$ cat src/hw/rtl/csrmv_pkg.sv
// shared types and constants for the csr sparse matrix-vector product block
// no dependencies

package csrmv_pkg;

    localparam int VECTOR_DEPTH_DEF = 1024;
    localparam int IDX_W            = 10;
    localparam int ROW_W            = 10;
    localparam int DATA_W           = 32;
    localparam int QDEPTH           = 4;
    localparam int QAW              = $clog2(QDEPTH);
    localparam int QCW              = $clog2(QDEPTH + 1);

    typedef enum logic [1:0] {
        CMD_LOAD    = 2'd0,
        CMD_NONZERO = 2'd1,
        CMD_END     = 2'd2,
        CMD_NONE    = 2'd3
    } t_cmd;

    // one word of work handed from front to back
    typedef struct packed {
        logic              is_end;
        logic [DATA_W-1:0] value;
        logic [DATA_W-1:0] vec;
        logic              last;
    } t_work;

    typedef struct packed {
        logic           empty;
        logic [QCW-1:0] count;
    } t_qstat;

endpackage

$ cat src/hw/rtl/csrmv_if.sv


interface csrmv_out_if;
    logic                                valid;
    logic                                ready;
    logic signed [csrmv_pkg::DATA_W-1:0] row_sum;
    logic [csrmv_pkg::ROW_W-1:0]         row_number;
    logic                                last_of_matrix;

    modport source (output valid, row_sum, row_number, last_of_matrix, input ready);
    modport sink (input valid, row_sum, row_number, last_of_matrix, output ready);
endinterface

$ cat src/hw/rtl/csrmv_back.sv
// back end: multiply stage, row accumulator, row counter and result register
// depends on csrmv_pkg, csrmv_if

module csrmv_back (
    input  logic              i_clk,
    input  logic              i_rst_n,
    input  csrmv_pkg::t_work  i_head,
    input  csrmv_pkg::t_qstat i_qstat,
    output logic              o_pop,
    csrmv_out_if.source       o_result
);

    logic                             out_free;
    logic                             adv;
    logic                             retire;
    logic                             emit;
    logic [csrmv_pkg::DATA_W-1:0]     mul;

    logic                             r_p_valid;
    logic                             n_p_valid;
    logic                             r_p_end;
    logic                             r_p_last;
    logic [csrmv_pkg::DATA_W-1:0]     r_p_prod;

    logic [csrmv_pkg::DATA_W-1:0]     r_sum;
    logic [csrmv_pkg::DATA_W-1:0]     n_sum;
    logic [csrmv_pkg::ROW_W-1:0]      r_row;
    logic [csrmv_pkg::ROW_W-1:0]      n_row;

    logic                             r_o_valid;
    logic                             n_o_valid;
    logic [csrmv_pkg::DATA_W-1:0]     r_o_sum;
    logic [csrmv_pkg::ROW_W-1:0]      r_o_row;
    logic                             r_o_last;

    assign out_free = !r_o_valid || o_result.ready;
    // only an end-of-row word waits on the result register
    assign adv      = !(r_p_valid && r_p_end) || out_free;
    assign o_pop    = adv && !i_qstat.empty;
    assign retire   = adv && r_p_valid;
    assign emit     = retire && r_p_end;
    assign mul      = i_head.value * i_head.vec;

    always_comb begin
        n_p_valid = adv ? o_pop : r_p_valid;
        n_sum     = r_sum;
        n_row     = r_row;
        if (retire) begin
            n_sum = r_p_end ? '0 : r_sum + r_p_prod;
        end
        if (emit) begin
            n_row = r_p_last ? '0 : r_row + 1'b1;
        end
        n_o_valid = emit || (r_o_valid && !o_result.ready);
    end

    always_ff @(posedge i_clk) begin
        if (!i_rst_n) begin
            r_p_valid <= 1'b0;
            r_sum     <= '0;
            r_row     <= '0;
            r_o_valid <= 1'b0;
        end else begin
            r_p_valid <= n_p_valid;
            r_sum     <= n_sum;
            r_row     <= n_row;
            r_o_valid <= n_o_valid;
        end
    end

    always_ff @(posedge i_clk) begin
        if (o_pop) begin
            r_p_end  <= i_head.is_end;
            r_p_last <= i_head.last;
            r_p_prod <= mul;
        end
        if (emit) begin
            r_o_sum  <= r_sum;
            r_o_row  <= r_row;
            r_o_last <= r_p_last;
        end
    end

    assign o_result.valid          = r_o_valid;
    assign o_result.row_sum        = $signed(r_o_sum);
    assign o_result.row_number     = r_o_row;
    assign o_result.last_of_matrix = r_o_last;

    a_sum_cleared_after_row: assert property (@(posedge i_clk) disable iff (!i_rst_n)
        emit |=> (r_sum == '0))
        else $error("row sum not cleared after end of row");

endmodule

$ cat src/flat_wrapper.sv
// flat-port wrapper written by rule: the top's interface ports become plain ports
module csrmv_back_flat 
  (i_clk, i_rst_n, i_head, i_qstat, o_pop, o_result_valid, o_result_row_sum, o_result_row_number, o_result_last_of_matrix, o_result_ready);
  csrmv_out_if o_result_i ();
  input  logic i_clk;
  input  logic i_rst_n;
  input  csrmv_pkg::t_work i_head;
  input  csrmv_pkg::t_qstat i_qstat;
  output logic o_pop;
  output wire logic [$bits(o_result_i.valid)-1:0] o_result_valid;
  output wire logic [$bits(o_result_i.row_sum)-1:0] o_result_row_sum;
  output wire logic [$bits(o_result_i.row_number)-1:0] o_result_row_number;
  output wire logic [$bits(o_result_i.last_of_matrix)-1:0] o_result_last_of_matrix;
  input wire logic [$bits(o_result_i.ready)-1:0] o_result_ready;
  assign o_result_valid = o_result_i.valid;
  assign o_result_row_sum = o_result_i.row_sum;
  assign o_result_row_number = o_result_i.row_number;
  assign o_result_last_of_matrix = o_result_i.last_of_matrix;
  assign o_result_i.ready = o_result_ready;
  csrmv_back u_core (.i_clk(i_clk), .i_rst_n(i_rst_n), .i_head(i_head), .i_qstat(i_qstat), .o_pop(o_pop), .o_result(o_result_i));
endmodule
$ cat config.mk
export PLATFORM = sky130hd
export DESIGN_NAME = csrmv_back_flat
export DESIGN_NICKNAME = d
export VERILOG_FILES = /design/src/hw/rtl/csrmv_pkg.sv /design/src/hw/rtl/csrmv_if.sv /design/src/hw/rtl/csrmv_back.sv /design/src/flat_wrapper.sv
export SDC_FILE = /design/constraint.sdc
export NUM_CORES = 1
export LEC_CHECK = 0
export ABC_CLOCK_PERIOD_IN_PS = 13050
export BUFFER_PORTS_ARGS = -buffer_cell sky130_fd_sc_hd__buf_4
export CAP_MARGIN = 5
export CORE_ASPECT_RATIO = 1.5
export CORE_MARGIN = 2
export CORE_UTILIZATION = 40
export DETAILED_ROUTE_END_ITERATION = 10
export PLACE_DENSITY = 0.58
export REMOVE_ABC_BUFFERS = 1
export SYNTH_ARGS = -nofsm -noshare
export SYNTH_HDL_FRONTEND = slang
export SYNTH_SLANG_ARGS = --single-unit
$ cat constraint.sdc
create_clock -name i_clk -period 13.05 [get_ports i_clk]
set_input_delay 1.305 -clock i_clk [delete_from_list [all_inputs] [get_ports i_clk]]
set_output_delay 1.305 -clock i_clk [all_outputs]
set_load 0.005 [all_outputs]
==> reports/metrics.csv <==
stage,metric,value,unit
sta,min_period,8.31,ns
worst_hold_path,min_path_type,reg2reg,
placement,pre_cts_ws,4.40,ns
clock_tree,h-tree-depth,4,
die,die_w,191,µm
die,start_util,40.5,%
cells_and_area,synthToLayoutAreaGrowth,9.83,%
placement,gp_congestion,0.894,
sta,slew_headroom,51.9,%
sta,finalHoldViolCount,0,
drt,ant_nets,0,
run_status,outcome,"finished, final reports clean",
cells_and_area,fillers,5018,
clock_tree,cts.sinks,121,
worst_setup_path,critPathCaptureType,register,
yosys,syn-mean-instance-area,9.48,µm²
global_route,grt_pass1_wl,89100,µm
clock_tree,clockBufferDepth,2,
cells_and_area,multi_input_area,15800,µm²
sta,fin_skew,0.00633,ns
global_route,grt_usage,21.3,%
global_route,grt_pass1_vias,16800,
yosys,yosys_warnings,0,
drt,drcViolationCount,0,
clock_tree,cts_buffers,17,
cells_and_area,drive_above_1_share,7.22,%
worst_setup_path,path_max_fanout,30,
drt,wire_per_inst,18.6,µm
global_route,grt_max_degree,41,
drt,vias_per_cell,5.13,
worst_setup_path,startpoint_type,input pin,
drt,drt_iter0_markers,649,
yosys,ys.flop_type,edfxtp_1,
sta,fin_ws,4.74,ns
run,maxCapViolations,0,
yosys,yosysSeqAreaShare,15.2,%
yosys,synth-async-reset-ratio,0,%
sta,tns,0,ns
sta,finalSetupViolCount,0,
die,placementRows,102,
yosys,syn-instance-count,2210,
global_route,grt-ovfl-total,0,
drt,routed_wl,54600,µm
global_route,antenna_found_initial,0,
clock_tree,clk_transition_reported_paths,0.05,ns
die,io-pin-count,118,
worst_setup_path,cp_data_required_time,13.22,ns
sta,tightestPinTransition,0.722,ns
cells_and_area,nets,2883,
clock_tree,cts_resized,0,
yosys,synth_area,20900,µm²
drt,firstDrtPassIters,5,
clock_tree,clk_latency,0.42,ns
sta,min_period_over_period,63.7,%
sta,rsz0062_at_grt,false,
drt,via_count,15000,
clock_tree,cts_tree,built,
worst_setup_path,worstPathArrival,8.48,ns
clock_tree,cts_setup_buffers,0,
placement,io_buffers,114,
clock_tree,cts_root_buf,clkbuf_16,
die,die_h,284,µm
sta,maxSlewViolCount,0,
sta,max_freq,120,MHz
worst_setup_path,crit_type,in2reg,
yosys,synth_edf_count,77,
die,core,51700,µm²
placement,dpl.hpwl,42900,µm
yosys,synth-seq-cells,121,
die,die_area,54200,µm²
clock_tree,hold_buffers,0,
yosys,synth_cell_types,58,
cells_and_area,seq_area,3190,µm²
## path summary, 6_finish.rpt
kind | from | endpoint | slack, ns | cells after the start
max reg2reg | u_core.r_p_prod[4]$_DFFE_PP_ | u_core.r_sum[31]$_SDFFE_PN0P_ | 10.05 | 10
min | u_core.r_row[9]$_SDFFE_PN0P_ | u_core.o_result.row_number[9]$_DFFE_PP_ | 0.44 | 0
max | i_head[3] | u_core.r_p_prod[31]$_DFFE_PP_ | 4.74 | 22
min reg2reg | u_core.r_row[9]$_SDFFE_PN0P_ | u_core.o_result.row_number[9]$_DFFE_PP_ | 0.44 | 0
## cells in the mapped netlist (31+ instances only)
master    number  area (µm²)
and2_1       225        1410
ha_1         155        1940
nand2_1      342        1280
fa_1         409        8190
a21oi_1       60         300
inv_1        414        1550
edfxtp_1      77        2310
o21ai_0       32         160
dfxtp_1       44         881
xnor2_1       85         744
nor2_1        48         180
xor2_1        31         272
clkbuf_1     100         375
## cell families (layout without fill, tap and decap cells)
family                   count (synthesis)  in the layout  synth area share [%]
AO/OA/AOI/OAI                          197            197                  6.08
buffers and inverters                  517            566                  9.27
flip-flops                             121            121                  15.2
other                                    0              1                     0
XOR/XNOR                               116            116                  4.85
adder cells (fa/ha/maj)                564            564                  48.4
AND/OR/NAND/NOR                        695            695                  16.2
## metrics by stage
step	area [µm²]	hold slack (ns)	instances	util, %
6_report	23000	0.442	2936	44.5
5_1_grt	23000	0.469	2935	44.5
4_1_cts	23000	0.444	2935	44.5
3_5_place_dp	22300	0.431	2903	43.2
3_3_place_gp	22300	0.429	2903	43.2
2_1_floorplan	20600	0.417	2108	-
## final cells by class
cell class | instances | area share [%]
well taps | 676 | 3.68
diodes | 1 | 0.0109
clock inverters | 11 | 0.767
repair buffers | 119 | 3.88
multi-input cells | 1572 | 68.8
clock buffers | 21 | 2.19
flip-flops and latches | 121 | 13.9
inverters | 415 | 6.77
## routing by layer
metal | vias up | share of wire [%] | global-route usage (%)
met5 | - | 0 | 0
met4 | 0 | 4.2 | 9.88
met3 | 124 | 3.8 | 1.85
met2 | 415 | 55 | 40.3
met1 | 7703 | 37 | 23.7
li1 | 6805 | - | -
## critical path, stage by stage
cell and delay (ns):
buf_4 0.35, nand2_1 0.15, fa_1 0.50, fa_1 0.58, fa_1 0.46, fa_1 0.54
inv_1 0.05, fa_1 0.48, fa_1 0.55, inv_1 0.05, fa_1 0.44, fa_1 0.49
inv_1 0.04, ha_1 0.37, a21oi_1 0.09, o21ai_0 0.26, nor2_1 0.07, a21oi_1 0.42
a31oi_1 0.32, o21ai_0 0.35, a31oi_1 0.14, xnor2_1 0.38
## layout by cell type, fill, tap and decap left out, types with 9 or more instances in the layout
| cell | count |
|---|---|
| xor2_1 | 31 |
| a21oi_1 | 60 |
| inv_1 | 414 |
| o21ai_0 | 32 |
| nand2_1 | 342 |
| xnor2_1 | 85 |
| ha_1 | 155 |
| fa_1 | 409 |
| clkbuf_16 | 19 |
| nand3_1 | 18 |
| a22oi_1 | 13 |
| dfxtp_1 | 44 |
| a21o_1 | 29 |
| buf_4 | 119 |
| nor2_1 | 47 |
| and2_1 | 225 |
| o211ai_1 | 9 |
| a31oi_1 | 9 |
| edfxtp_1 | 77 |
## state kept, by name, indices dropped and copies added (netlist names), 10 cells and up
register	count
u_core.o_result.row_number	10
u_core.o_result.row_sum	32
u_core.r_p_prod	32
u_core.r_row	10
u_core.r_sum	32
Power is left out: the tool's default activity adds up to more than one toggle a clock period on the data nets, which glitch-free logic cannot reach.
