### src/hw/rtl/csrmv_pkg.sv
// shared types and constants for the csr sparse matrix-vector product block
// no dependencies

package csrmv_pkg;

    localparam int VECTOR_DEPTH_DEF = 1024;
    localparam int IDX_W            = 10;
    localparam int ROW_W            = 10;
    localparam int DATA_W           = 32;
    localparam int QDEPTH           = 4;
    localparam int QAW              = $clog2(QDEPTH);
    localparam int QCW              = $clog2(QDEPTH + 1);

    typedef enum logic [1:0] {
        CMD_LOAD    = 2'd0,
        CMD_NONZERO = 2'd1,
        CMD_END     = 2'd2,
        CMD_NONE    = 2'd3
    } t_cmd;

    // one word of work handed from front to back
    typedef struct packed {
        logic              is_end;
        logic [DATA_W-1:0] value;
        logic [DATA_W-1:0] vec;
        logic              last;
    } t_work;

    typedef struct packed {
        logic           empty;
        logic [QCW-1:0] count;
    } t_qstat;

endpackage

### src/hw/rtl/csrmv_fifo.sv
// short work queue between the front end and the multiply-accumulate back end
// depends on csrmv_pkg

module csrmv_fifo (
    input  logic              i_clk,
    input  logic              i_rst_n,
    input  logic              i_push,
    input  csrmv_pkg::t_work  i_work,
    input  logic              i_pop,
    output csrmv_pkg::t_work  o_head,
    output csrmv_pkg::t_qstat o_qstat
);

    csrmv_pkg::t_work                r_mem [csrmv_pkg::QDEPTH];
    logic [csrmv_pkg::QAW-1:0]       r_wptr;
    logic [csrmv_pkg::QAW-1:0]       n_wptr;
    logic [csrmv_pkg::QAW-1:0]       r_rptr;
    logic [csrmv_pkg::QAW-1:0]       n_rptr;
    logic [csrmv_pkg::QCW-1:0]       r_count;
    logic [csrmv_pkg::QCW-1:0]       n_count;

    always_comb begin
        n_wptr  = r_wptr;
        n_rptr  = r_rptr;
        n_count = r_count;
        if (i_push) begin
            n_wptr = (r_wptr == csrmv_pkg::QAW'(csrmv_pkg::QDEPTH - 1)) ? '0 : r_wptr + 1'b1;
        end
        if (i_pop) begin
            n_rptr = (r_rptr == csrmv_pkg::QAW'(csrmv_pkg::QDEPTH - 1)) ? '0 : r_rptr + 1'b1;
        end
        case ({i_push, i_pop})
            2'b10:   n_count = r_count + 1'b1;
            2'b01:   n_count = r_count - 1'b1;
            default: n_count = r_count;
        endcase
    end

    always_ff @(posedge i_clk) begin
        if (!i_rst_n) begin
            r_wptr  <= '0;
            r_rptr  <= '0;
            r_count <= '0;
        end else begin
            r_wptr  <= n_wptr;
            r_rptr  <= n_rptr;
            r_count <= n_count;
        end
    end

    always_ff @(posedge i_clk) begin
        if (i_push) begin
            r_mem[r_wptr] <= i_work;
        end
    end

    assign o_head        = r_mem[r_rptr];
    assign o_qstat.empty = (r_count == '0);
    assign o_qstat.count = r_count;

    a_no_overflow: assert property (@(posedge i_clk) disable iff (!i_rst_n)
        (r_count == csrmv_pkg::QCW'(csrmv_pkg::QDEPTH)) |-> !i_push)
        else $error("push into full queue");

    a_no_underflow: assert property (@(posedge i_clk) disable iff (!i_rst_n)
        (r_count == '0) |-> !i_pop)
        else $error("pop from empty queue");

endmodule

### config.mk
export PLATFORM = sky130hd
export DESIGN_NAME = csrmv_fifo
export DESIGN_NICKNAME = d
export VERILOG_FILES = /design/src/hw/rtl/csrmv_pkg.sv /design/src/hw/rtl/csrmv_fifo.sv
export SDC_FILE = /design/constraint.sdc
export NUM_CORES = 1
export LEC_CHECK = 0
export BUFFER_PORTS_ARGS = -buffer_cell sky130_fd_sc_hd__buf_2
export CAP_MARGIN = 20
export CORE_ASPECT_RATIO = 2
export CORE_MARGIN = 5
export CORE_UTILIZATION = 59
export CTS_BUF_LIST = sky130_fd_sc_hd__clkbuf_4 sky130_fd_sc_hd__clkbuf_8
export DETAILED_ROUTE_END_ITERATION = 10
export PLACE_DENSITY = 0.8
export SLEW_MARGIN = 40
export SYNTH_ARGS = -nofsm -noshare
export SYNTH_HDL_FRONTEND = slang
export SYNTH_SLANG_ARGS = --single-unit
### constraint.sdc
create_clock -name i_clk -period 3.45 [get_ports i_clk]
set_input_delay 0.1725 -clock i_clk [delete_from_list [all_inputs] [get_ports i_clk]]
set_output_delay 0.1725 -clock i_clk [all_outputs]
set_load 0.02 [all_outputs]
==> summary by stage, run 1 <==
Status
The flow ran to the end, and the final reports show no timing, DRC or antenna violations.

Power and ir drop
Power spread over the standard cell area amounts to 556 nW/um2. The worst-case IR drop observed on VDD is 428 uV. The leakage power summed over all cells is 4.29 nW. The design draws 6.90 mW.

CTS
The total number of H-tree levels is 2. The clock root buffer is sky130_fd_sc_hd__clkbuf_8. The clock slew seen by the registers of the worst setup and hold paths is 0.07 ns. The clock latency reported for the late side of the worst-skew pair is 0.49 ns.

In this run, post-CTS repair resized a total of 0 instances. The worst-case clock buffer depth is 3. TritonCTS built the clock tree. The total CTS buffers is 36. The tree built by TritonCTS fans out to 273 sinks.

Timing
The number of endpoints with negative hold slack in the final report is 0. Setup repair after global routing left no endpoint under its margin. The final max-slew violation count was 0. The final-layout setup total negative slack is 0 ns. The maximum clock rate is 0.383 GHz. Setup violations remaining at the end of the flow were counted as 0. The normalized max-slew margin is 51.0%. For the finished layout, the period the worst path requires is 2.61 ns. The worst-margin pin slew is 0.735 ns.

Across all hold checks on the routed design, the worst slack comes to 0.0715 ns. The worst path uses 75.6% of the clock period. The final setup skew is 0.0108 ns.

Hold path
The class of the worst hold path is in2reg. The source of the worst hold timing path is i_push.

Drt
The detailed router finished its first iteration with 199 violations. The routed via count is 4,769. The routed length per placed instance is 21.3 um.

The average vias per placed instance is 5.51. The detailed-route wire length is 18,400 um. The detailed-routing iteration count for the pre-antenna-repair pass is 4. The detail route stage leaves a number of antenna-violating nets equal to 0. The DRC violations left is 0.

Floorplanning
The floorplan step set the die height to 194 um. The horizontal die dimension is 102 um. Once the floorplan was initialized, standard cells occupied 59.8% of the core.

The core outline area is 16,700 um2. The die outline area is 19,800 um2. The number of top-level pins is 140. The total number of placement rows is 67.

Critical path
STA classifies the critical path endpoint as an output pin. The kind of start point of the critical path is a flop. The setup path with the least slack is of type reg2out. The endpoint required time on the critical path is 3.28 ns.

The maximum fanout count along the critical path is 37. Data on the critical path arrives at its endpoint at 2.44 ns. In this run the critical register-to-register path is launched from r_wptr[0].

Final layout
Cells with a size suffix above 1 make up 42.5% of the layout. From synthesis to final layout, the design area changed by 24.5%. For this run, the post-layout net count is 708.

The number of cells in the finished layout apart from fillers is 865.

Place
The final weighted congestion of routability-driven global placement is 0.751. The detailed placement HPWL is 11,800 um. The total placed cells including tap cells is 733. The total of buffers placed on input and output ports is 139.

GRT
The global route total overflow is 0. The number of antenna violations at the first check in global routing is 1. The first global-routing pass estimated 29,300 um of wire. The number of global-route vias before repair is 5,371. The total global-route track usage is 19.6%. Entering global routing, the biggest net connects 38 pins.

Yosys
The post-synth net total is 467. The cell area that synthesis handed to floorplanning was 9980 um2. For this run, the register share of the synthesized area comes to 81.3%.

The synthesized flop and latch total is 273. The count of different cell masters after synthesis is 23. The average footprint of a synthesized cell is 25.6 um2. The number of standard cells after synthesis is 390. Yosys printed 0 warnings.

Run
The number of maximum-capacitance violations is 0.
-- metal layers --
layer,track usage (%),share of wire (%),routed length (um),up-vias
met5,0,0,0,-
li1,-,-,-,2143
met2,34.2,56,10300,143
met4,7.01,2.9,541,0
met1,24.2,36,6650,2450
met3,3.85,5.1,937,33
-- worst paths after layout --
path	end	slack [ns]	depth (start not counted)
setup reg to reg	r_mem[0][16]	1.69	4
setup / recovery	o_head[61]	0.84	3
hold reg to reg	r_count[2]	0.54	2
hold / removal	r_wptr[1]	0.07	3
-- placed cells by master (no fill, tap or decap), drive strengths merged --
| master | instances |
|---|---|
| nor2b | 4 |
| nor3 | 1 |
| diode | 1 |
| bufinv | 1 |
| mux2i | 2 |
| and2 | 6 |
| a21oi | 1 |
| dfxtp | 9 |
| inv | 6 |
| nor3b | 2 |
| nand2 | 1 |
| buf | 150 |
| xnor2 | 1 |
| a21boi | 1 |
| mux4 | 66 |
| clkbuf | 51 |
| o21ai | 2 |
| xor2 | 1 |
| dlygate4sd3 | 67 |
| ha | 6 |
| fa | 1 |
| o21a | 1 |
| edfxtp | 264 |
| or3 | 1 |
| clkinv | 12 |
-- cell usage after synthesis --
library cell,number,area share [%]
sky130_fd_sc_hd__or3_1,1,0.063
sky130_fd_sc_hd__and2_1,6,0.38
sky130_fd_sc_hd__mux4_2,66,15
sky130_fd_sc_hd__nor3b_1,2,0.15
sky130_fd_sc_hd__buf_4,2,0.15
sky130_fd_sc_hd__nor2b_1,4,0.25
sky130_fd_sc_hd__nor3_1,1,0.050
sky130_fd_sc_hd__fa_1,1,0.20
sky130_fd_sc_hd__mux2i_1,2,0.20
sky130_fd_sc_hd__inv_1,6,0.23
sky130_fd_sc_hd__o21a_1,1,0.075
sky130_fd_sc_hd__dfxtp_1,9,1.8
sky130_fd_sc_hd__xor2_1,1,0.088
sky130_fd_sc_hd__o21ai_0,2,0.10
sky130_fd_sc_hd__a21boi_0,1,0.075
sky130_fd_sc_hd__ha_1,6,0.75
sky130_fd_sc_hd__buf_2,5,0.25
sky130_fd_sc_hd__xnor2_1,1,0.088
sky130_fd_sc_hd__nand2_1,1,0.038
sky130_fd_sc_hd__a21oi_1,1,0.050
sky130_fd_sc_hd__clkbuf_1,2,0.075
sky130_fd_sc_hd__buf_6,5,0.56
sky130_fd_sc_hd__edfxtp_1,264,79
-- state kept, by name, summed over array words and instances, names as in the netlist, named ones only --
| signal | flops |
|---|---|
| r_count | 3 |
| r_mem | 264 |
| r_rptr | 2 |
| r_wptr | 2 |
-- cell families after synthesis --
group,count (synthesis),share of synthesized area (%)
buffers and inverters,20,1.27
muxes,68,15.1
DFF,273,81.3
and+or+nand+nor,15,0.928
AOI/OAI and AO/OA,5,0.301
adders and majority gates,7,0.953
xor gates and xnor gates,2,0.176
-- per-stage QoR --
stage | utilization, % | instance area, um2 | setup WS (ns)
final | 74.4 | 12400 | 0.840
after detailed placement | 66.1 | 11000 | 1.26
after CTS | 74.4 | 12400 | 0.734
after global placement | 65.1 | 10900 | 1.27
after global routing | 74.4 | 12400 | 0.611
after floorplan | - | 9980 | 0.919
-- what timing repair did --
item | CTS | global route
endpoints found under the hold margin | 272 | 0
buffers inserted | 0 | 0
hold buffers | 67 | 0
-- layout make-up --
cell class,count,area (um2)
flip-flops and latches,273,8120
fillers,963,4260
multi-input cells,97,1750
repair buffers,217,1550
clock buffers,51,633
well taps,207,259
clock inverters,13,85.1
inverters,6,22.5
diodes,1,2.50
-- worst max-delay path, cell delays in order (launching register included) --
cell and delay [ns]:
sky130_fd_sc_hd__dfxtp_4 0.82, sky130_fd_sc_hd__buf_4 0.36, sky130_fd_sc_hd__mux4_2 0.58, sky130_fd_sc_hd__buf_2 0.19
-- power breakdown --
group          internal [mW]  switching, mW  total, mW
clock network           1.26           1.08       2.34
registers               3.78         0.0598       3.84
logic                  0.331          0.396      0.727
No activity file was read; power rests on OpenSTA's default activity.
==> inputs of run 2 (changes only) <==
--- a/config.mk
+++ b/config.mk
@@ -5,11 +5,12 @@
 export SDC_FILE = /design/constraint.sdc
 export NUM_CORES = 1
 export LEC_CHECK = 0
+export ABC_AREA = 1
 export BUFFER_PORTS_ARGS = -buffer_cell sky130_fd_sc_hd__buf_2
 export CAP_MARGIN = 20
 export CORE_ASPECT_RATIO = 2
 export CORE_MARGIN = 5
-export CORE_UTILIZATION = 59
+export CORE_UTILIZATION = 60
 export CTS_BUF_LIST = sky130_fd_sc_hd__clkbuf_4 sky130_fd_sc_hd__clkbuf_8
 export DETAILED_ROUTE_END_ITERATION = 10
 export PLACE_DENSITY = 0.8
==> constraint.sdc (replaced) <==
create_clock -name i_clk -period 2.5 [get_ports i_clk]
set_input_delay 0.125 -clock i_clk [delete_from_list [all_inputs] [get_ports i_clk]]
set_output_delay 0.125 -clock i_clk [all_outputs]
set_load 0.02 [all_outputs]
==> run 2 against run 1 <==
Net effect:
- final cell count grew 33%
- clock skew up 0.0082 ns
- via count up 41%
- utilization decreased by 0.70 points
- sequential cell count is the same
- routed wire length is 28% higher
- highest routed layer unchanged
- global-route usage increased by 2.9 points
- critical path type unchanged
- hold slack gained 0.30 ns
- sequential power rose by 37%
==> summary by stage, run 2 <==
Critical path
Among all stages on the critical path, the largest delay is contributed by sky130_fd_sc_hd__buf_4. On the critical path the largest part of the delay comes from buffers and inverters. The critical path buffer and inverter count is 3. The endpoint required time on the critical path is 2.38 ns. Walking the worst path, the cells encountered are inv_6, buf_4, nor2_1, o22ai_1, buf_2. The setup path with the least slack is of type reg2out. The kind of start point of the critical path is a flop.

The worst setup path is captured at an output pin. Along the worst path, the maximum fanout reaches 45. The peak per-stage delay on the critical path is 0.44 ns. For the worst setup path, the data arrival time is 2.24 ns.

GRT
The met1 track demand over resource is 25.4%. Entering global routing, the biggest net connects 133 pins. The total global-route track usage is 22.5%. Global routing consumed, on the met2 layer, 41.8% of the routing resources.

The busiest layer in global routing is met2. For this run the aggregate overflow at the end of global routing stands at 0. The number of antenna violations at the first check in global routing is 0.

Global routing used 3.51% of the available met3 tracks. The global-route wire length before repair is 37,200 um. The number of global-route vias before repair was 7,274.

Floorplanning
The number of top-level pins is 140. The horizontal die dimension is 105 um. The die is 200 um tall. The starting density of the core is 60.9%.

In this run the standard cell core region covers 17,800 um2. The die outline area is 21,000 um2. The total number of placement rows is 69.

CTS
The post-cts repair resize count is 0. After clock tree synthesis, the clock-pin slew on the worst setup and hold paths is 0.07 ns. The CTS tree is done. The worst-case clock buffer depth is 3. The number of clock buffers added by TritonCTS is 37. The later pin in the worst-skew pair is clocked with a latency of 0.50 ns.

The TritonCTS sink count is 273. The total number of H-tree levels is 2. The clock root buffer is sky130_fd_sc_hd__clkbuf_8.

Drt
In this run the remaining antenna-violating nets after routing total 0. The first detailed-routing pass ran for 4 iterations. The average vias per placed instance is 5.83. Wires add up to 23,500 um. In the routed design, unresolved DRC markers number 0. The count of routing violations after the opening detailed-route iteration is 343. The routed via count is 6,716.

Dividing the detail-routed wire length by the instance count gives 20.5 um.

Yosys
Synthesis instantiated 25 different standard cells from the library. The average footprint of a synthesized cell is 15.5 um2. By count the netlist is led by sky130_fd_sc_hd__edfxtp_1 (264), sky130_fd_sc_hd__o21ai_0 (122), sky130_fd_sc_hd__nor2_1 (91). The commonest register cell after synthesis is sky130_fd_sc_hd__edfxtp_1. By area the synthesized netlist is led by sky130_fd_sc_hd__edfxtp_1 (73%), sky130_fd_sc_hd__o21ai_0 (5.6%), sky130_fd_sc_hd__o22ai_2 (4.6%). The number of synthesized flops with an enable pin is 264.

Synthesis produced a netlist with a net count of 774. The most common cell in the synthesized netlist is sky130_fd_sc_hd__edfxtp_1. After synthesis, the share of flip-flops with an asynchronous set or reset is 0%. After technology mapping, the gate count stands at 697.

The cell type contributing the most total cell area after synthesis is sky130_fd_sc_hd__edfxtp_1. The cell area that synthesis handed to floorplanning was 10,800 um2. The sequential element share of the synthesized area is 74.8%.

The total of warnings raised by yosys is 0. The area share of the largest cell type after synthesis is 73.2%. The synthesized flop and latch total is 273.

Power and ir drop
The fraction of power consumed by combinational cells is 13.4%. Sequential cells account for 53.6% of the total power. The leakage power summed over all cells is 4.65 nW. The switching power of the nets is 2.40 mW. Net switching is 24.3% of the power.

The worst supply voltage drop on vdd is 501 uV. Internal power comes to 7.46 mW. The part of the power in the clock network is 33.0%. The power density normalized to cell area is 752 nW/um2.

Timing
For the final database, setup skew stands at 0.0190 ns. Dividing the final minimum period by the clock period gives 94.5%. The worst-margin pin slew is 0.714 ns.

The number of endpoints with negative hold slack in the final report came to 0. The final max-slew violation count was 0. Based on the critical path, the design can be clocked at up to 0.423 GHz. After routing, the total negative slack on setup checks comes to 0 ns. The number of setup violations in the final report is 0. The normalized max-slew margin is 52.4%. After layout, the minimum clock period comes to 2.36 ns.

Setup repair after global routing left no endpoint under its margin.

Place
The detailed placement HPWL is 13,600 um. In this run the tool buffered the top-level ports with 139 buffer cells. Routability-driven placement finished with a final weighted congestion of 0.763.

Final layout
The count of nets after finishing is 996. In the layout the commonest cells are sky130_fd_sc_hd__edfxtp_1 (264), sky130_fd_sc_hd__buf_2 (139), sky130_fd_sc_hd__o21ai_0 (122). The flip-flop count of the largest register, all copies and words added is 264.

Relative to the synthesized area, the layout overhead comes to 21.0%. The most common cell after layout, fill and taps aside is sky130_fd_sc_hd__edfxtp_1. The end-of-flow core utilization is 73.7%. The register name with the most flops is r_mem. In the final layout, the share of cells above drive strength 1 is 32.6%. The largest registers in the layout are r_mem x264, r_count x3.

Run
The number of maximum-capacitance violations is 0.

Status
The flow ran to the end, and the final reports show no timing, DRC or antenna violations.

Hold path
In this run the worst hold path is classified as in2reg.
## run 2: changes by cell type after synthesis, moves of 5 or more
cell / change
sky130_fd_sc_hd__and2_1: -6
sky130_fd_sc_hd__buf_12: +5
sky130_fd_sc_hd__clkbuf_1: +20
sky130_fd_sc_hd__inv_1: +10
sky130_fd_sc_hd__mux4_2: -66
sky130_fd_sc_hd__nand2_1: +7
sky130_fd_sc_hd__nor2_1: +91
sky130_fd_sc_hd__nor2_2: +6
sky130_fd_sc_hd__nor2_4: +40
sky130_fd_sc_hd__o21ai_0: +120
sky130_fd_sc_hd__o21ai_1: +10
sky130_fd_sc_hd__o22ai_1: +26
sky130_fd_sc_hd__o22ai_2: +40
## run 2: per-stage QoR
step | power (mW) | cell area, um2 | setup WS, ns | hold WS, ns | cells
after floorplan | 6.18 | 10800 | 0.207 | 0.224 | 697
after global placement | 6.55 | 11700 | 0.771 | 0.334 | 1022
after detailed placement | 6.61 | 11700 | 0.711 | 0.342 | 1022
after CTS | 9.94 | 13100 | 0.162 | 0.356 | 1150
after global routing | 10.3 | 13100 | 0.0130 | 0.364 | 1150
final | 9.86 | 13100 | 0.139 | 0.375 | 1151
## run 2: worst paths after layout
| kind | startpoint | to | slack (ns) | cells past startpoint |
|---|---|---|---|---|
| worst max register to register | r_wptr[0] | r_mem[3][43] | 0.78 | 4 |
| worst min-delay path | i_work[49] | r_mem[1][49] | 0.38 | 2 |
| worst max-delay path | flop | o_head[51] | 0.14 | 5 |
| worst min register to register | r_wptr[1] | r_wptr[1] | 0.55 | 2 |
## run 2: layer usage
layer / vias to the layer above / routed length [um]
met5: - / 0
met4: 0 / 791
met3: 66 / 1170
met2: 240 / 12900
met1: 3358 / 8650
li1: 3052 / -
## run 2: final cells by class
class	instances	area, um2
clock buffer	48	611
sequential	273	8110
tap	213	267
clock inverter	9	90.1
antenna	1	2.50
inverter	18	72.6
timing repair buffer	225	1590
multi-input combinational	364	2360
fill	1091	4670
## run 2: kinds of logic after synthesis
kind of cell,Yosys count,share of synthesized area [%]
fa+ha+maj,7,0.877
flops,273,74.8
compound gates,207,12.8
simple gates,150,8.17
buf+inv,60,3.36
## run 2: worst register-to-register path, stage by stage (launching register included)
cell and delay (ns):
sky130_fd_sc_hd__dfxtp_1 0.40, sky130_fd_sc_hd__ha_1 0.19, sky130_fd_sc_hd__nand2_1 0.07, sky130_fd_sc_hd__inv_2 0.42, sky130_fd_sc_hd__buf_12 0.31
## run 2: what timing repair did
item | 4_1_cts | 5_1_grt
hold buffers | 71 | 0
setup buffers | 0 | 0
endpoints found under the hold margin | 273 | 0
## run 2: power by group through the flow
stage               clock [mW]  combinational [mW]  sequential, mW
floorplan                    0               0.796            5.38
global placement             0                1.18            5.37
detailed placement           0                1.23            5.38
CTS                       3.33                1.33            5.28
global route              3.55                1.43            5.29
finish                    3.25                1.32            5.28
==> inputs of run 3 (changes only) <==
--- a/config.mk
+++ b/config.mk
@@ -5,12 +5,11 @@
 export SDC_FILE = /design/constraint.sdc
 export NUM_CORES = 1
 export LEC_CHECK = 0
-export ABC_AREA = 1
 export BUFFER_PORTS_ARGS = -buffer_cell sky130_fd_sc_hd__buf_2
 export CAP_MARGIN = 20
 export CORE_ASPECT_RATIO = 2
 export CORE_MARGIN = 5
-export CORE_UTILIZATION = 60
+export CORE_UTILIZATION = 59
 export CTS_BUF_LIST = sky130_fd_sc_hd__clkbuf_4 sky130_fd_sc_hd__clkbuf_8
 export DETAILED_ROUTE_END_ITERATION = 10
 export PLACE_DENSITY = 0.8
==> run 3 against run 2 <==
Net effect:
- global-route usage down 2.4 points
- hold slack worse by 0.36 ns
- critical path depth down 2
- highest routed layer unchanged
- worst setup slack better by 0.16 ns
- non-clock buffer count down 6
- maximum frequency up 7.2%
- largest cell class unchanged
- clock skew down 0.0026 ns
- critical path type unchanged
- register-to-register slack about the same
- largest power group unchanged
==> summary by stage, run 3 (synthesis results as in run 1) <==
Critical path
For the worst setup path, the data arrival time is 2.08 ns. The maximum fanout count along the critical path is 34. Broken down by cell family, the worst path's largest delay share belongs to multiplexers.

The signal on the critical path passes through buf_12, mux4_2, buf_2. The endpoint required time on the critical path is 2.38 ns. The kind of start point of the critical path is a flop. The startpoint identified for the worst register-to-register timing path is r_wptr[0]. The setup check on the worst reg-to-reg path leaves a slack of 0.77 ns. The library cell contributing the largest single delay on the critical path is sky130_fd_sc_hd__mux4_2. The number of cells traversed by the worst register-to-register path is 4. For this run, the slowest stage of the critical path takes 0.56 ns. Together, buffers and inverters on the worst path number 2. The critical path is of the reg2out type. The terminus of the critical flop-to-flop path is r_mem[2][6]. The endpoint type of the worst setup path is an output pin.

GRT
The maximum number of pins on one net before global-route repair is 45. The global route total overflow is 0. The global-route wire length before repair is 29,500 um. The total global-route track usage is 20.0%. The number of global-route vias before repair is 5,388. The number of antenna violations at the first check in global routing is 0.

CTS
In this run the number of H-tree levels came out at 2. The clock latency reported for the late side of the worst-skew pair is 0.49 ns. The TritonCTS sink count is 273.

TritonCTS built the clock tree. The clock root buffer is sky130_fd_sc_hd__clkbuf_8. Counting along the longest clock path gives a buffer depth of 3. After clock tree synthesis, the clock-pin slew on the worst setup and hold paths is 0.06 ns. The number of buffers inserted by post-CTS setup repair is 0. The total CTS buffers is 36.

Final layout
Compared with the post-synthesis result, the final layout area differs by 24.1%. The final layout contains 710 nets. In the final layout, the registers with the most flip-flops are r_mem x264, r_count x3. The share of post-route cells with drive strength above 1 is 42.6%. The area taken by multi-input logic gates is 1750 um2. Counting the fill cells in the layout gives 943. The flip-flop count of the largest register, all copies and words added is 264. Registers take 8120 um2.

The count of antenna diodes in the layout is 0. The library cells used most frequently in the layout, excluding fill and tap cells, are sky130_fd_sc_hd__edfxtp_1 (264), sky130_fd_sc_hd__buf_2 (139), sky130_fd_sc_hd__dlygate4sd3_1 (68). The library cell used most frequently in the layout, excluding fill and tap cells, is sky130_fd_sc_hd__edfxtp_1. The register name with the most flops is r_mem.

Hold path
The worst hold path was traced through 3 stages. The source of the worst hold timing path is i_push. The worst hold path endpoint is r_wptr[1]. The class of the worst hold path is in2reg.

Timing
Of the available clock period, the critical path in the final layout requires 88.1%. The post-layout minimum cycle time is 2.20 ns. The final setup skew is 0.0165 ns. At the pin with the least slew margin, the transition time is 0.551 ns. The maximum clock rate is 0.454 GHz. Measured against its own limit, the worst slew margin works out to 63.3%. The number of setup violations in the final report is 0.

The final max-slew violation count is 0. The number of endpoints with negative hold slack in the final report is 0. Setup repair after global routing left no endpoint under its margin. The post-layout worst setup margin is 0.298 ns.

For the final routed database, the setup TNS stands at 0 ns.

Drt
The routed via count is 4,787. For this run, design rule violations remaining after detail routing come to 0. The average vias per placed instance is 5.53. The detailed-route wire length is 19,000 um. The antenna violation net count after detailed routing is 0.

The first routing iteration left 235 violations. In the final routed layout, each cell accounts on average for 21.9 um. The first detailed-routing pass took 4 iterations.

Place
The final weighted congestion of routability-driven global placement is 0.779. Summed over all nets, the half-perimeter wirelength after detailed placement is 11,900 um. Timing analysis after detailed placement gives a worst setup slack of 0.737 ns.

Input and output buffers added on the ports amount to 139.

Power and ir drop
The completed layout was analyzed and its total power is 9.49 mW. The worst supply voltage drop on vdd is 560 uV. For this design the static power due to leakage is 4.28 nW. In this run the power density over the cells is 766 nW/um2.

Floorplanning
The core outline area is 16,700 um2. The height of the die is 194 um. The starting density of the core is 59.8%. The total number of placement rows is 67. The die outline area is 19,800 um2. The horizontal die dimension is 102 um. The number of top-level pins is 140.

Run
The tool flagged a number of max-cap violations equal to 0.

Status
The run finished with clean final reports.
run 3: timing repair:
action                                 in CTS  in global routing
gates resized for setup                     0                  0
endpoints found under the hold margin     273                  0
hold buffers                               68                  0
setup endpoints to repair                   0                  0
run 3: layout make-up:
type | count | area share, %
well taps | 207 | 2.09
inverters | 6 | 0.182
multi-input cells | 97 | 14.2
flip-flops and latches | 273 | 65.6
repair buffers | 219 | 12.4
clock buffers | 50 | 4.95
clock inverters | 13 | 0.698
run 3: worst max path at each step:
| stage | startpoint | to | slack (ns) | cells past startpoint |
|---|---|---|---|---|
| floorplan | r_wptr[0] | r_mem[3][0] | 0.68 | 2 |
| global placement | flop | o_head[26] | 0.77 | 3 |
| detailed placement | r_wptr[0] | r_mem[2][17] | 0.74 | 4 |
| CTS | flop | o_head[26] | 0.23 | 3 |
| global route | flop | o_head[33] | 0.17 | 3 |
| finish | flop | o_head[26] | 0.30 | 3 |
run 3: metal layers:
metal | share of wire, % | global-route usage [%] | vias to the layer above
met4 | 2.5 | 6.96 | 0
li1 | - | - | 2149
met1 | 34 | 23.3 | 2434
met5 | 0 | 0 | -
met3 | 5.4 | 3.02 | 34
met2 | 58 | 36.8 | 170
run 3: worst register-to-register path, stage by stage, from the launching register on:
cell and delay, ns:
sky130_fd_sc_hd__dfxtp_1 0.35, sky130_fd_sc_hd__inv_1 0.10, sky130_fd_sc_hd__ha_1 0.15, sky130_fd_sc_hd__and2_4 0.50, sky130_fd_sc_hd__buf_4 0.33
run 3: per-stage QoR:
stage | utilization, % | hold slack, ns | cells | instance area [um2]
floorplan | - | 0.224 | 390 | 9980
finish | 74.2 | 0.0149 | 865 | 12400
global route | 74.2 | 0.0149 | 865 | 12400
detailed placement | 65.9 | 0.342 | 734 | 11000
global placement | 65.9 | 0.334 | 734 | 11000
CTS | 74.2 | 0.00562 | 865 | 12400
run 3: power by group:
| group | leakage [nW] | total, mW | internal [mW] | switching, mW |
|---|---|---|---|---|
| Clock | 0.376 | 3.18 | 1.70 | 1.48 |
| Sequential | 2.50 | 5.28 | 5.21 | 0.0719 |
| Combinational | 1.40 | 1.02 | 0.457 | 0.566 |
